File: src/hdl/vdu_pkg.sv
`timescale 1ns / 1ps
package vdu_pkg;

  localparam int ElemBits   = 16;
  localparam int MaxLength  = 4096;
  localparam int LenBits    = 13;
  localparam int CountBits  = 13;
  localparam int DotBits    = 44;
  localparam int NormBits   = 43;
  localparam int DiffBits   = 45;
  localparam int OutBits    = 48;
  localparam int FracOut    = 24;
  localparam int RadBits    = 2 * NormBits;
  localparam int RootBits   = NormBits;
  localparam int RemBits    = RootBits + 3;
  localparam int MulSteps   = NormBits;
  localparam int SqrtSteps  = RootBits;
  localparam int DivSteps   = FracOut;
  localparam int IterBits   = 6;

  localparam logic [1:0] METRIC_L2     = 2'd0;
  localparam logic [1:0] METRIC_COSINE = 2'd1;

  localparam logic CFG_METRIC = 1'b0;
  localparam logic CFG_LENGTH = 1'b1;

  typedef struct packed {
    logic acc_en;
    logic mul_load;
    logic mul_step;
    logic sqrt_load_diff;
    logic sqrt_load_prod;
    logic sqrt_step;
    logic div_load;
    logic div_step;
    logic out_load;
  } vdu_cmd_t;

  typedef struct packed {
    logic       last;
    logic [1:0] metric;
    logic       root_zero;
    logic       mag_ge_den;
  } vdu_sts_t;

endpackage

File: src/hdl/vdu_ctrl.sv
`timescale 1ns / 1ps
module vdu_ctrl import vdu_pkg::*; (
  input  logic     clk,
  input  logic     rst_n,
  input  logic     in_valid,
  output logic     in_ready,
  input  logic     out_ready,
  output logic     out_valid,
  input  vdu_sts_t sts,
  output vdu_cmd_t cmd
);

  localparam logic [2:0] S_ACC   = 3'd0;
  localparam logic [2:0] S_START = 3'd1;
  localparam logic [2:0] S_MUL   = 3'd2;
  localparam logic [2:0] S_SLD   = 3'd3;
  localparam logic [2:0] S_SQRT  = 3'd4;
  localparam logic [2:0] S_CHK   = 3'd5;
  localparam logic [2:0] S_DIV   = 3'd6;
  localparam logic [2:0] S_DONE  = 3'd7;

  logic [2:0]          state_r, state_nxt;
  logic [IterBits-1:0] cnt_r, cnt_nxt;
  logic                out_valid_r, out_valid_nxt;
  logic                accept;

  assign in_ready  = (state_r == S_ACC);
  assign accept    = in_valid && in_ready;
  assign out_valid = out_valid_r;

  always_comb begin
    state_nxt = state_r;
    cnt_nxt   = cnt_r;
    cmd       = '0;
    unique case (state_r)
      S_ACC: begin
        cmd.acc_en = accept;
        if (accept && sts.last) state_nxt = S_START;
      end
      S_START: begin
        cnt_nxt = '0;
        if (sts.metric == METRIC_L2) begin
          cmd.sqrt_load_diff = 1'b1;
          state_nxt = S_SQRT;
        end else if (sts.metric == METRIC_COSINE) begin
          cmd.mul_load = 1'b1;
          state_nxt = S_MUL;
        end else begin
          state_nxt = S_DONE;
        end
      end
      S_MUL: begin
        cmd.mul_step = 1'b1;
        cnt_nxt = cnt_r + 1'b1;
        if (cnt_r == IterBits'(MulSteps - 1)) state_nxt = S_SLD;
      end
      S_SLD: begin
        cmd.sqrt_load_prod = 1'b1;
        cnt_nxt = '0;
        state_nxt = S_SQRT;
      end
      S_SQRT: begin
        cmd.sqrt_step = 1'b1;
        cnt_nxt = cnt_r + 1'b1;
        if (cnt_r == IterBits'(SqrtSteps - 1))
          state_nxt = (sts.metric == METRIC_COSINE) ? S_CHK : S_DONE;
      end
      S_CHK: begin
        cnt_nxt = '0;
        if (sts.root_zero || sts.mag_ge_den) begin
          state_nxt = S_DONE;
        end else begin
          cmd.div_load = 1'b1;
          state_nxt = S_DIV;
        end
      end
      S_DIV: begin
        cmd.div_step = 1'b1;
        cnt_nxt = cnt_r + 1'b1;
        if (cnt_r == IterBits'(DivSteps - 1)) state_nxt = S_DONE;
      end
      S_DONE: begin
        if (!out_valid_r || out_ready) begin
          cmd.out_load = 1'b1;
          state_nxt = S_ACC;
        end
      end
      default: state_nxt = S_ACC;
    endcase
  end

  always_comb begin
    out_valid_nxt = out_valid_r;
    if (cmd.out_load) out_valid_nxt = 1'b1;
    else if (out_ready) out_valid_nxt = 1'b0;
  end

  always_ff @(posedge clk) begin
    if (!rst_n) begin
      state_r     <= S_ACC;
      cnt_r       <= '0;
      out_valid_r <= 1'b0;
    end else begin
      state_r     <= state_nxt;
      cnt_r       <= cnt_nxt;
      out_valid_r <= out_valid_nxt;
    end
  end

endmodule

File: src/hdl/vdu_datapath.sv
`timescale 1ns / 1ps
module vdu_datapath import vdu_pkg::*; (
  input  logic                       clk,
  input  logic                       rst_n,
  input  logic signed [ElemBits-1:0] in_lhs_element,
  input  logic signed [ElemBits-1:0] in_rhs_element,
  input  logic                       cfg_we,
  input  logic                       cfg_index,
  input  logic [LenBits-1:0]         cfg_wdata,
  input  vdu_cmd_t                   cmd,
  output vdu_sts_t                   sts,
  output logic signed [OutBits-1:0]  out_distance,
  output logic                       out_zero_norm
);

  logic [1:0]          metric_r;
  logic [LenBits-1:0]  length_r;
  logic [CountBits-1:0] count_r;
  logic [DotBits-1:0]  dot_r;
  logic [NormBits-1:0] lnorm_r, rnorm_r;
  logic [DiffBits-1:0] diff_r;

  logic [RadBits-1:0]  mcand_r, prod_r;
  logic [NormBits-1:0] mplier_r;
  logic [RadBits-1:0]  rad_r;
  logic [RemBits-1:0]  rem_r;
  logic [RootBits-1:0] root_r;
  logic [DotBits:0]    div_r;
  logic [FracOut-1:0]  quo_r;

  logic signed [OutBits-1:0] dist_r;
  logic                      zn_r;

  logic signed [2*ElemBits-1:0] p_dot, p_l, p_r;
  logic signed [ElemBits:0]      d;
  logic [2*ElemBits+1:0]         p_d;
  logic [CountBits-1:0]          eff_len;
  logic [CountBits:0]            count_inc;
  logic signed [DotBits-1:0]     dot_s;
  logic                          neg;
  logic [DotBits-1:0]            mag;
  logic [RemBits-1:0]            rem_sh, trial;
  logic [DotBits:0]              div_sh;
  logic signed [OutBits-1:0]     sim, dist_nxt;

  assign p_dot = in_lhs_element * in_rhs_element;
  assign p_l   = in_lhs_element * in_lhs_element;
  assign p_r   = in_rhs_element * in_rhs_element;
  assign d     = ElemBits'(0) + (ElemBits+1)'(in_lhs_element) - (ElemBits+1)'(in_rhs_element);
  assign p_d   = (2*ElemBits+2)'(d * d);

  // vector length 0 acts as 1, anything above the max clamps
  always_comb begin
    if (length_r == '0) eff_len = CountBits'(1);
    else if (length_r > LenBits'(MaxLength)) eff_len = CountBits'(MaxLength);
    else eff_len = length_r;
  end
  assign count_inc = {1'b0, count_r} + 1'b1;

  assign dot_s = dot_r;
  assign neg   = dot_s < 0;
  assign mag   = neg ? (~dot_r + 1'b1) : dot_r;

  assign rem_sh = {rem_r[RemBits-3:0], rad_r[RadBits-1 -: 2]};
  assign trial  = RemBits'({root_r, 2'b01});
  assign div_sh = {div_r[DotBits-1:0], 1'b0};

  assign sts.last       = count_inc >= {1'b0, eff_len};
  assign sts.metric     = metric_r;
  assign sts.root_zero  = (root_r == '0);
  assign sts.mag_ge_den = mag >= DotBits'(root_r);

  always_comb begin
    sim = sts.mag_ge_den ? OutBits'(64'd1 << FracOut) : OutBits'(quo_r);
    if (metric_r == METRIC_L2) begin
      dist_nxt = OutBits'(root_r);
    end else if (metric_r == METRIC_COSINE) begin
      if (sts.root_zero) dist_nxt = OutBits'(64'd1 << FracOut);
      else dist_nxt = OutBits'(64'd1 << FracOut) - (neg ? -sim : sim);
    end else begin
      dist_nxt = -OutBits'(dot_s);
    end
  end

  always_ff @(posedge clk) begin
    if (!rst_n) begin
      metric_r <= '0;
      length_r <= LenBits'(128);
    end else if (cfg_we) begin
      if (cfg_index == CFG_METRIC) metric_r <= cfg_wdata[1:0];
      else length_r <= cfg_wdata;
    end
  end

  always_ff @(posedge clk) begin
    if (!rst_n || cmd.out_load) begin
      count_r <= '0;
      dot_r   <= '0;
      lnorm_r <= '0;
      rnorm_r <= '0;
      diff_r  <= '0;
    end else if (cmd.acc_en) begin
      count_r <= count_inc[CountBits-1:0];
      dot_r   <= dot_r + DotBits'(p_dot);
      lnorm_r <= lnorm_r + NormBits'(p_l);
      rnorm_r <= rnorm_r + NormBits'(p_r);
      diff_r  <= diff_r + DiffBits'(p_d);
    end
  end

  // shift-add multiplier for the norm product, one bit a cycle
  always_ff @(posedge clk) begin
    if (cmd.mul_load) begin
      mcand_r  <= RadBits'(lnorm_r);
      mplier_r <= rnorm_r;
      prod_r   <= '0;
    end else if (cmd.mul_step) begin
      if (mplier_r[0]) prod_r <= prod_r + mcand_r;
      mcand_r  <= {mcand_r[RadBits-2:0], 1'b0};
      mplier_r <= {1'b0, mplier_r[NormBits-1:1]};
    end
  end

  // restoring square root, one root bit a cycle
  always_ff @(posedge clk) begin
    if (cmd.sqrt_load_diff || cmd.sqrt_load_prod) begin
      rad_r  <= cmd.sqrt_load_prod ? prod_r : RadBits'({diff_r, {FracOut{1'b0}}});
      rem_r  <= '0;
      root_r <= '0;
    end else if (cmd.sqrt_step) begin
      rad_r <= {rad_r[RadBits-3:0], 2'b00};
      if (rem_sh >= trial) begin
        rem_r  <= rem_sh - trial;
        root_r <= {root_r[RootBits-2:0], 1'b1};
      end else begin
        rem_r  <= rem_sh;
        root_r <= {root_r[RootBits-2:0], 1'b0};
      end
    end
  end

  // restoring divide for the fractional similarity
  always_ff @(posedge clk) begin
    if (cmd.div_load) begin
      div_r <= {1'b0, mag};
      quo_r <= '0;
    end else if (cmd.div_step) begin
      if (div_sh >= (DotBits+1)'(root_r)) begin
        div_r <= div_sh - (DotBits+1)'(root_r);
        quo_r <= {quo_r[FracOut-2:0], 1'b1};
      end else begin
        div_r <= div_sh;
        quo_r <= {quo_r[FracOut-2:0], 1'b0};
      end
    end
  end

  always_ff @(posedge clk) begin
    if (cmd.out_load) begin
      dist_r <= dist_nxt;
      zn_r   <= (metric_r == METRIC_COSINE) && sts.root_zero;
    end
  end

  assign out_distance  = dist_r;
  assign out_zero_norm = zn_r;

endmodule

File: src/hdl/vector_distance_unit.sv
`timescale 1ns / 1ps
// Streams element pairs (signed Q4.12) into dot, norm and difference sums at
// one pair per cycle; after vector_length pairs it computes one Q23.24
// distance and holds input off until the result is in the output register.
// Back-end per vector: negative inner product goes straight to the output,
// euclidean runs a 43-step root, cosine a 43-step shift-add norm product,
// a 43-step root and up to a 24-step divide, on serial units (the root
// serves both), then waits while the output register holds an unread result.
module vector_distance_unit import vdu_pkg::*; (
  input  logic                       clk,
  input  logic                       rst_n,
  input  logic                       in_valid,
  output logic                       in_ready,
  input  logic signed [ElemBits-1:0] in_lhs_element,
  input  logic signed [ElemBits-1:0] in_rhs_element,
  output logic                       out_valid,
  input  logic                       out_ready,
  output logic signed [OutBits-1:0]  out_distance,
  output logic                       out_zero_norm,
  input  logic                       cfg_we,
  input  logic                       cfg_index,
  input  logic [LenBits-1:0]         cfg_wdata
);

  vdu_cmd_t cmd;
  vdu_sts_t sts;

  vdu_ctrl u_ctrl (
    .clk       (clk),
    .rst_n     (rst_n),
    .in_valid  (in_valid),
    .in_ready  (in_ready),
    .out_ready (out_ready),
    .out_valid (out_valid),
    .sts       (sts),
    .cmd       (cmd)
  );

  vdu_datapath u_dp (
    .clk            (clk),
    .rst_n          (rst_n),
    .in_lhs_element (in_lhs_element),
    .in_rhs_element (in_rhs_element),
    .cfg_we         (cfg_we),
    .cfg_index      (cfg_index),
    .cfg_wdata      (cfg_wdata),
    .cmd            (cmd),
    .sts            (sts),
    .out_distance   (out_distance),
    .out_zero_norm  (out_zero_norm)
  );

endmodule

File: config.mk
export PLATFORM = sky130hd
export DESIGN_NAME = vector_distance_unit
export DESIGN_NICKNAME = d
export VERILOG_FILES = /design/src/hdl/vdu_pkg.sv /design/src/hdl/vdu_ctrl.sv /design/src/hdl/vdu_datapath.sv /design/src/hdl/vector_distance_unit.sv
export SDC_FILE = /design/constraint.sdc
export NUM_CORES = 2
export LEC_CHECK = 0
export ABC_AREA = 1
export BUFFER_PORTS_ARGS = -buffer_cell sky130_fd_sc_hd__buf_2
export CORE_MARGIN = 2
export CORE_UTILIZATION = 35
export CTS_BUF_LIST = sky130_fd_sc_hd__clkbuf_16
export CTS_CLUSTER_DIAMETER = 60
export DETAILED_ROUTE_END_ITERATION = 16
export SYNTH_ARGS = -nofsm -noshare
export SYNTH_HDL_FRONTEND = slang
export SYNTH_SLANG_ARGS = --single-unit
File: constraint.sdc
create_clock -name clk -period 28.8 [get_ports clk]
set_clock_uncertainty 0.05 [all_clocks]
set_input_delay 5.76 -clock clk [delete_from_list [all_inputs] [get_ports clk]]
set_output_delay 5.76 -clock clk [all_outputs]
set_load 0.01 [all_outputs]
[Word-level counts from Yosys, hierarchy flattened]
Index checks and enable logic that the tools add are counted.
W data, S select, Z words.
Storage, ports and cells
  bits in registers: 718
  bits of input ports: 51
  output and inout bits: 51
  word-level logic and storage cells: 135
Cells by class
  add/sub/neg operators: 14
  $mul: 4
  bitwise logic cells: 2
  eq/ne operators: 15
  $lt $le $gt $ge: 6
  multiplexer cells: 48
  reduce and logical (&&, ||, !) cells: 24
Operators with widths (count)
  $mux W86: 3
  $mux W44: 5
  $mux W43: 5
  $mux W48: 3
  $mul A16 B16 Y32: 3
  $add A43 B43 Y43: 2
  $add A86 B86 Y86: 1
  $neg A44 Y48: 1
  $neg A48 Y48: 1
  $sub A25 B48 Y48 const A: 1
  $ge A46 B45 Y1: 1
  $add A45 B34 Y45: 1
  $ge A45 B43 Y1: 1
  $add A44 B1 Y44 const B: 1
  $add A44 B44 Y44: 1
  $ge A44 B43 Y1: 1
  $lt A44 B1 Y1 const B: 1
  $not A44 Y44: 1
  $sub A44 B43 Y44: 1
  $sub A44 B44 Y44: 1
  $logic_not A43 Y1: 1
  $mul A17 B17 Y34: 1
  $mux W13: 2
  $mux W25: 1
  29 further kinds: 73

[Depth between registers and ports, before layout]
  depth in word-level cells: 11
  gate-level depth with buffers: 54
  gate-level depth less buffers: 52

[Hierarchy]
A second synthesis with hierarchy kept.
Unflattened totals
  cells, all modules: 12093
  area total of the unflattened synthesis: 91313.8 um^2
Modules (own cells, without submodules)
  vdu_datapath: seq. area each 16826.1 um^2, cells each 11973, area an instance 90569.4 um^2, times used 1
  vdu_ctrl: seq. area each 200.2 um^2, cells each 120, area an instance 744.5 um^2, times used 1

[Least setup slack after synthesis]
No wires, ideal clock.
  kind: input-to-reg
  from: in in_lhs_element[0]
  to: reg u_dp.diff_r[36]
  path buffers: 2
  setup slack: 14139 ps
  setup time: 119 ps
  arrival: 14492 ps
  cell stages on the path: 42
  data required time: 28631 ps
  path through: clkbuf_1 > inv_1 > ha_1 > fa_1 > nand3b_1 > and2_1 > o221ai_1 > nand2_1 > nand2_1 > a21o_1 > xor2_1 > inv_1 > clkbuf_1 > nor2_1 > inv_1 > fa_1 > fa_1 > fa_1 > (+6 left out) > ha_1 > nand2_1 > o21ai_0 > a21boi_1 > o21ai_0 > a21boi_1 > o21ai_0 > xor2_1 > ha_1 > nand2_1 > nor4_1 > inv_1 > o21ai_0 > a31oi_1 > o22ai_1 > nand2_1 > o21ai_0 > a21oi_1
Between the ends
  cells in the longest elaborated chain, start to end: 3
Ends and longest elaborated chain
  from (decl): RTL line vector_distance_unit.sv:14  | input logic signed [ElemBits-1:0] in_lhs_element,
  $sub A16 B16 Y17: RTL line vdu_datapath.sv:49  | assign d = ElemBits'(0) + (ElemBits+1)'(in_lhs_element) - (ElemBits+1)'(in_rhs_element);
  $mul A17 B17 Y34: RTL line vdu_datapath.sv:50  | assign p_d = (2*ElemBits+2)'(d * d);
  $add A45 B34 Y45: RTL line vdu_datapath.sv:107  | diff_r <= diff_r + DiffBits'(p_d);
  to (signal assigned): RTL line vdu_datapath.sv:107
  to (decl): RTL line vdu_datapath.sv:21  | logic [DiffBits-1:0] diff_r;
Every way passes these cells.
A chain may end at the register's enable or synchronous reset.

[Worst setup path after layout]
  from: in in_rhs_element[1]
  to: reg u_dp.diff_r[36]
Between the ends
  cells in the longest elaborated chain, start to end: 3
Ends and longest elaborated chain
  from (decl): RTL line vector_distance_unit.sv:15  | input logic signed [ElemBits-1:0] in_rhs_element,
  $sub A16 B16 Y17: RTL line vdu_datapath.sv:49
  $mul A17 B17 Y34: RTL line vdu_datapath.sv:50
  $add A45 B34 Y45: RTL line vdu_datapath.sv:107
Every way passes these cells.

==> flow_summary_export.csv <==
group,metric,value,unit
synth,syn-cell-area,0.09053,sq mm
floorplan,rows,186,
placed_design,port_buffers,101,
finish,layout-drive-gt1-share,4.345,%
detailed_routing,drc,0,
timing,fin_crit,15.93,ns
worst_setup_path,cp_top_family,"adder cells",
cts,clkLatencyLatePin,0.78,ns
placed_design,hpwl,210100,um
detailed_routing,drt_iter0_drc,5506,
worst_setup_path,path_class,"in -> reg",
timing,hold_ws,0.4089,ns
cts,clock_path_buffers,3,
synth,yosysSeqAreaShare,18.81,%
worst_setup_path,r2r_start,"u_dp.dot_r[0]",
timing,clock.fmax,0.06277,GHz
timing,setup_viol,0,
synth,ys_seq_elements,718,
finish,fillers,26950,
cts,ctsHoldBuffers,0,
synth,synthFlopType,"dfxtp_1",
synth,syn_inst,11930,
synth,synth.most_common_cell,"inv_1",
synth,ys_types,75,
timing,rsz0062_at_grt,"no",
detailed_routing,vias,75920,
synth,synth.area.top_cells,"fa_1 22%, inv_1 11%, ha_1 11%",
global_route,grt_pass1_wl,421300,um
floorplan,die_y,512.6,um
detailed_routing,drt-vias-per-instance,4.952,
finish,syn_to_final_growth,8.183,%
synth,yosys_warnings,0,
floorplan,start_util,35.24,%
timing,slew_headroom,24.61,%
hold_path,hold_class,"reg -> reg",
worst_setup_path,critPathArrivalTime,16.54,ns
worst_setup_path,worstPathMaxFanout,32,
worst_setup_path,slowest_delay,0.80,ns
floorplan,fp.dieArea,0.2627,sq mm
floorplan,fp.coreArea,0.2569,sq mm
synth,syn_area_per_cell,7.591,sq um
cts,clk_pin_slew,0.06,ns
detailed_routing,routed_wl,262800,um
cts,clock-sinks,718,
worst_setup_path,cpMaxStageDelayCell,"xnor2_1",
hold_path,hold_path_startpoint,"u_dp.root_r[41]",
synth,synth_top_area_share,22.42,%
worst_setup_path,cp_num_buf_inv,9,
detailed_routing,ant_nets,0,
finish,multi_input_area,0.06239,sq mm
detailed_routing,drt-pass1-iter-count,6,
cts,cts_max_level,3,
global_route,antenna_found_initial,7,
synth,syn_nets,13760,
cts,cts_tree,"built",
global_route,grt_overflow_total,0,
finish,final_nets,13700,
flow_run,cap_violations,0,
timing,tightestPinTransition,1.127,ns
finish,fin_util,38.12,%
synth,synth_common_cells,"2589 x inv_1, 2086 x nand2_1, 1014 x fa_1",
global_route,grt_max_degree,86,
timing,finalHoldViolCount,0,
floorplan,ios,102,
worst_setup_path,crit_required,29.41,ns
worst_setup_path,end_kind,"flop",
placed_design,gp_congestion,0.9419,
global_route,grt_pass1_vias,75510,
timing,tns,0,ns
cts,clockRootBuffer,"clkbuf_16",
worst_setup_path,crit_start,"in_rhs_element[1]",
floorplan,fp.dieW,512.6,um
timing,fin_crit_sh,55.32,%
cts,cts_setup_buffers,0,
cts,cts_resized,0,
finish,register_area,0.01703,sq mm
outcome,status,"finished clean",
synth,synth.largest_area_cell,"fa_1",
worst_setup_path,cp-start-kind,"input pin",
timing,drv_slew,0,
synth,synth-edff-count,265,
synth,synthArstFlopShare,0,%
detailed_routing,detail_route.wl_per_cell,17.14,um
global_route,grt_usage,19.92,%
cts,numCtsBuffers,96,
-- layout make-up --
cell class                      instances  area share (%)
Clock buffer                           97           2.478
Multi-Input combinational cell       8243           63.70
Clock inverter                         85          0.9147
Sequential cell                       718           17.39
Inverter                             2621           10.05
Timing Repair Buffer                  182           1.137
Antenna cell                            1        0.002555
Tap cell                             3384           4.323
-- per-stage QoR --
| step | setup WS (ns) | std cells | instance area (sq um) |
|---|---|---|---|
| 2_1_floorplan | 14.14 | 11930 | 90530 |
| 3_3_place_gp | 12.24 | 15150 | 94610 |
| 3_5_place_dp | 12.17 | 15150 | 94610 |
| 4_1_cts | 12.99 | 15330 | 97940 |
| 5_1_grt | 11.96 | 15330 | 97940 |
| 6_report | 12.87 | 15330 | 97940 |
-- flip-flops by register name, summed over array words and instances, names as in the netlist, 6 cells and up --
name,cells
u_dp.prod_r,86
u_dp.rnorm_r,43
u_dp.quo_r,24
u_dp.rem_r,44
u_dp.out_distance,48
u_dp.count_r,13
u_dp.mplier_r,43
u_dp.div_r,44
u_dp.length_r,13
u_dp.mcand_r,86
u_dp.diff_r,45
u_dp.rad_r,86
u_dp.dot_r,44
u_dp.lnorm_r,43
u_ctrl.cnt_r,6
u_dp.root_r,43
-- cell families after synthesis --
| family | synth area share (%) |
|---|---|
| mux | 0.01106 |
| xor+xnor | 4.528 |
| fa+ha+maj | 33.11 |
| simple gates | 16.30 |
| buf+inv | 12.36 |
| flops | 18.81 |
| compound gates | 14.89 |
-- worst register-to-register path: cells and delay by family, from the launching register on --
| family | cells | cell delay, ns |
|---|---|---|
| AO/OA/AOI/OAI | 5 | 1.44 |
| flip-flops | 1 | 0.38 |
| AND/OR/NAND/NOR | 25 | 4.92 |
| adder cells (fa/ha/maj) | 3 | 0.80 |
| XOR/XNOR | 1 | 0.13 |
| buffers and inverters | 3 | 0.36 |
-- path summary, 6_finish.rpt --
kind,cells past startpoint,slack (ns),to
max,45,12.87,u_dp.diff_r[36]
min,2,0.41,u_dp.root_r[42]
max reg2reg,37,20.40,u_dp.out_distance[11]
min reg2reg,2,0.41,u_dp.root_r[42]
-- per-layer routing --
layer	routed length (um)	global-route usage (%)
met2	120200	32.92
met4	6642	5.081
met3	12880	2.013
met1	123100	27.73
met5	21	0
-- cells in the final DEF, fill, tap and decap left out, types with 193 or more instances in the layout --
cell,netlist,routed
inv_1,2589,2602
dfxtp_1,453,452
xor2_1,275,275
nand2_1,2086,2079
edfxtp_1,265,265
ha_1,773,773
nor2_1,1009,1004
a21oi_1,820,820
o21ai_0,794,794
nand3_1,226,226
fa_1,1014,1014
xnor2_1,193,193
Power is not shown: default switching activity piles up to over one toggle a cycle in this logic, so the estimate is an artifact.
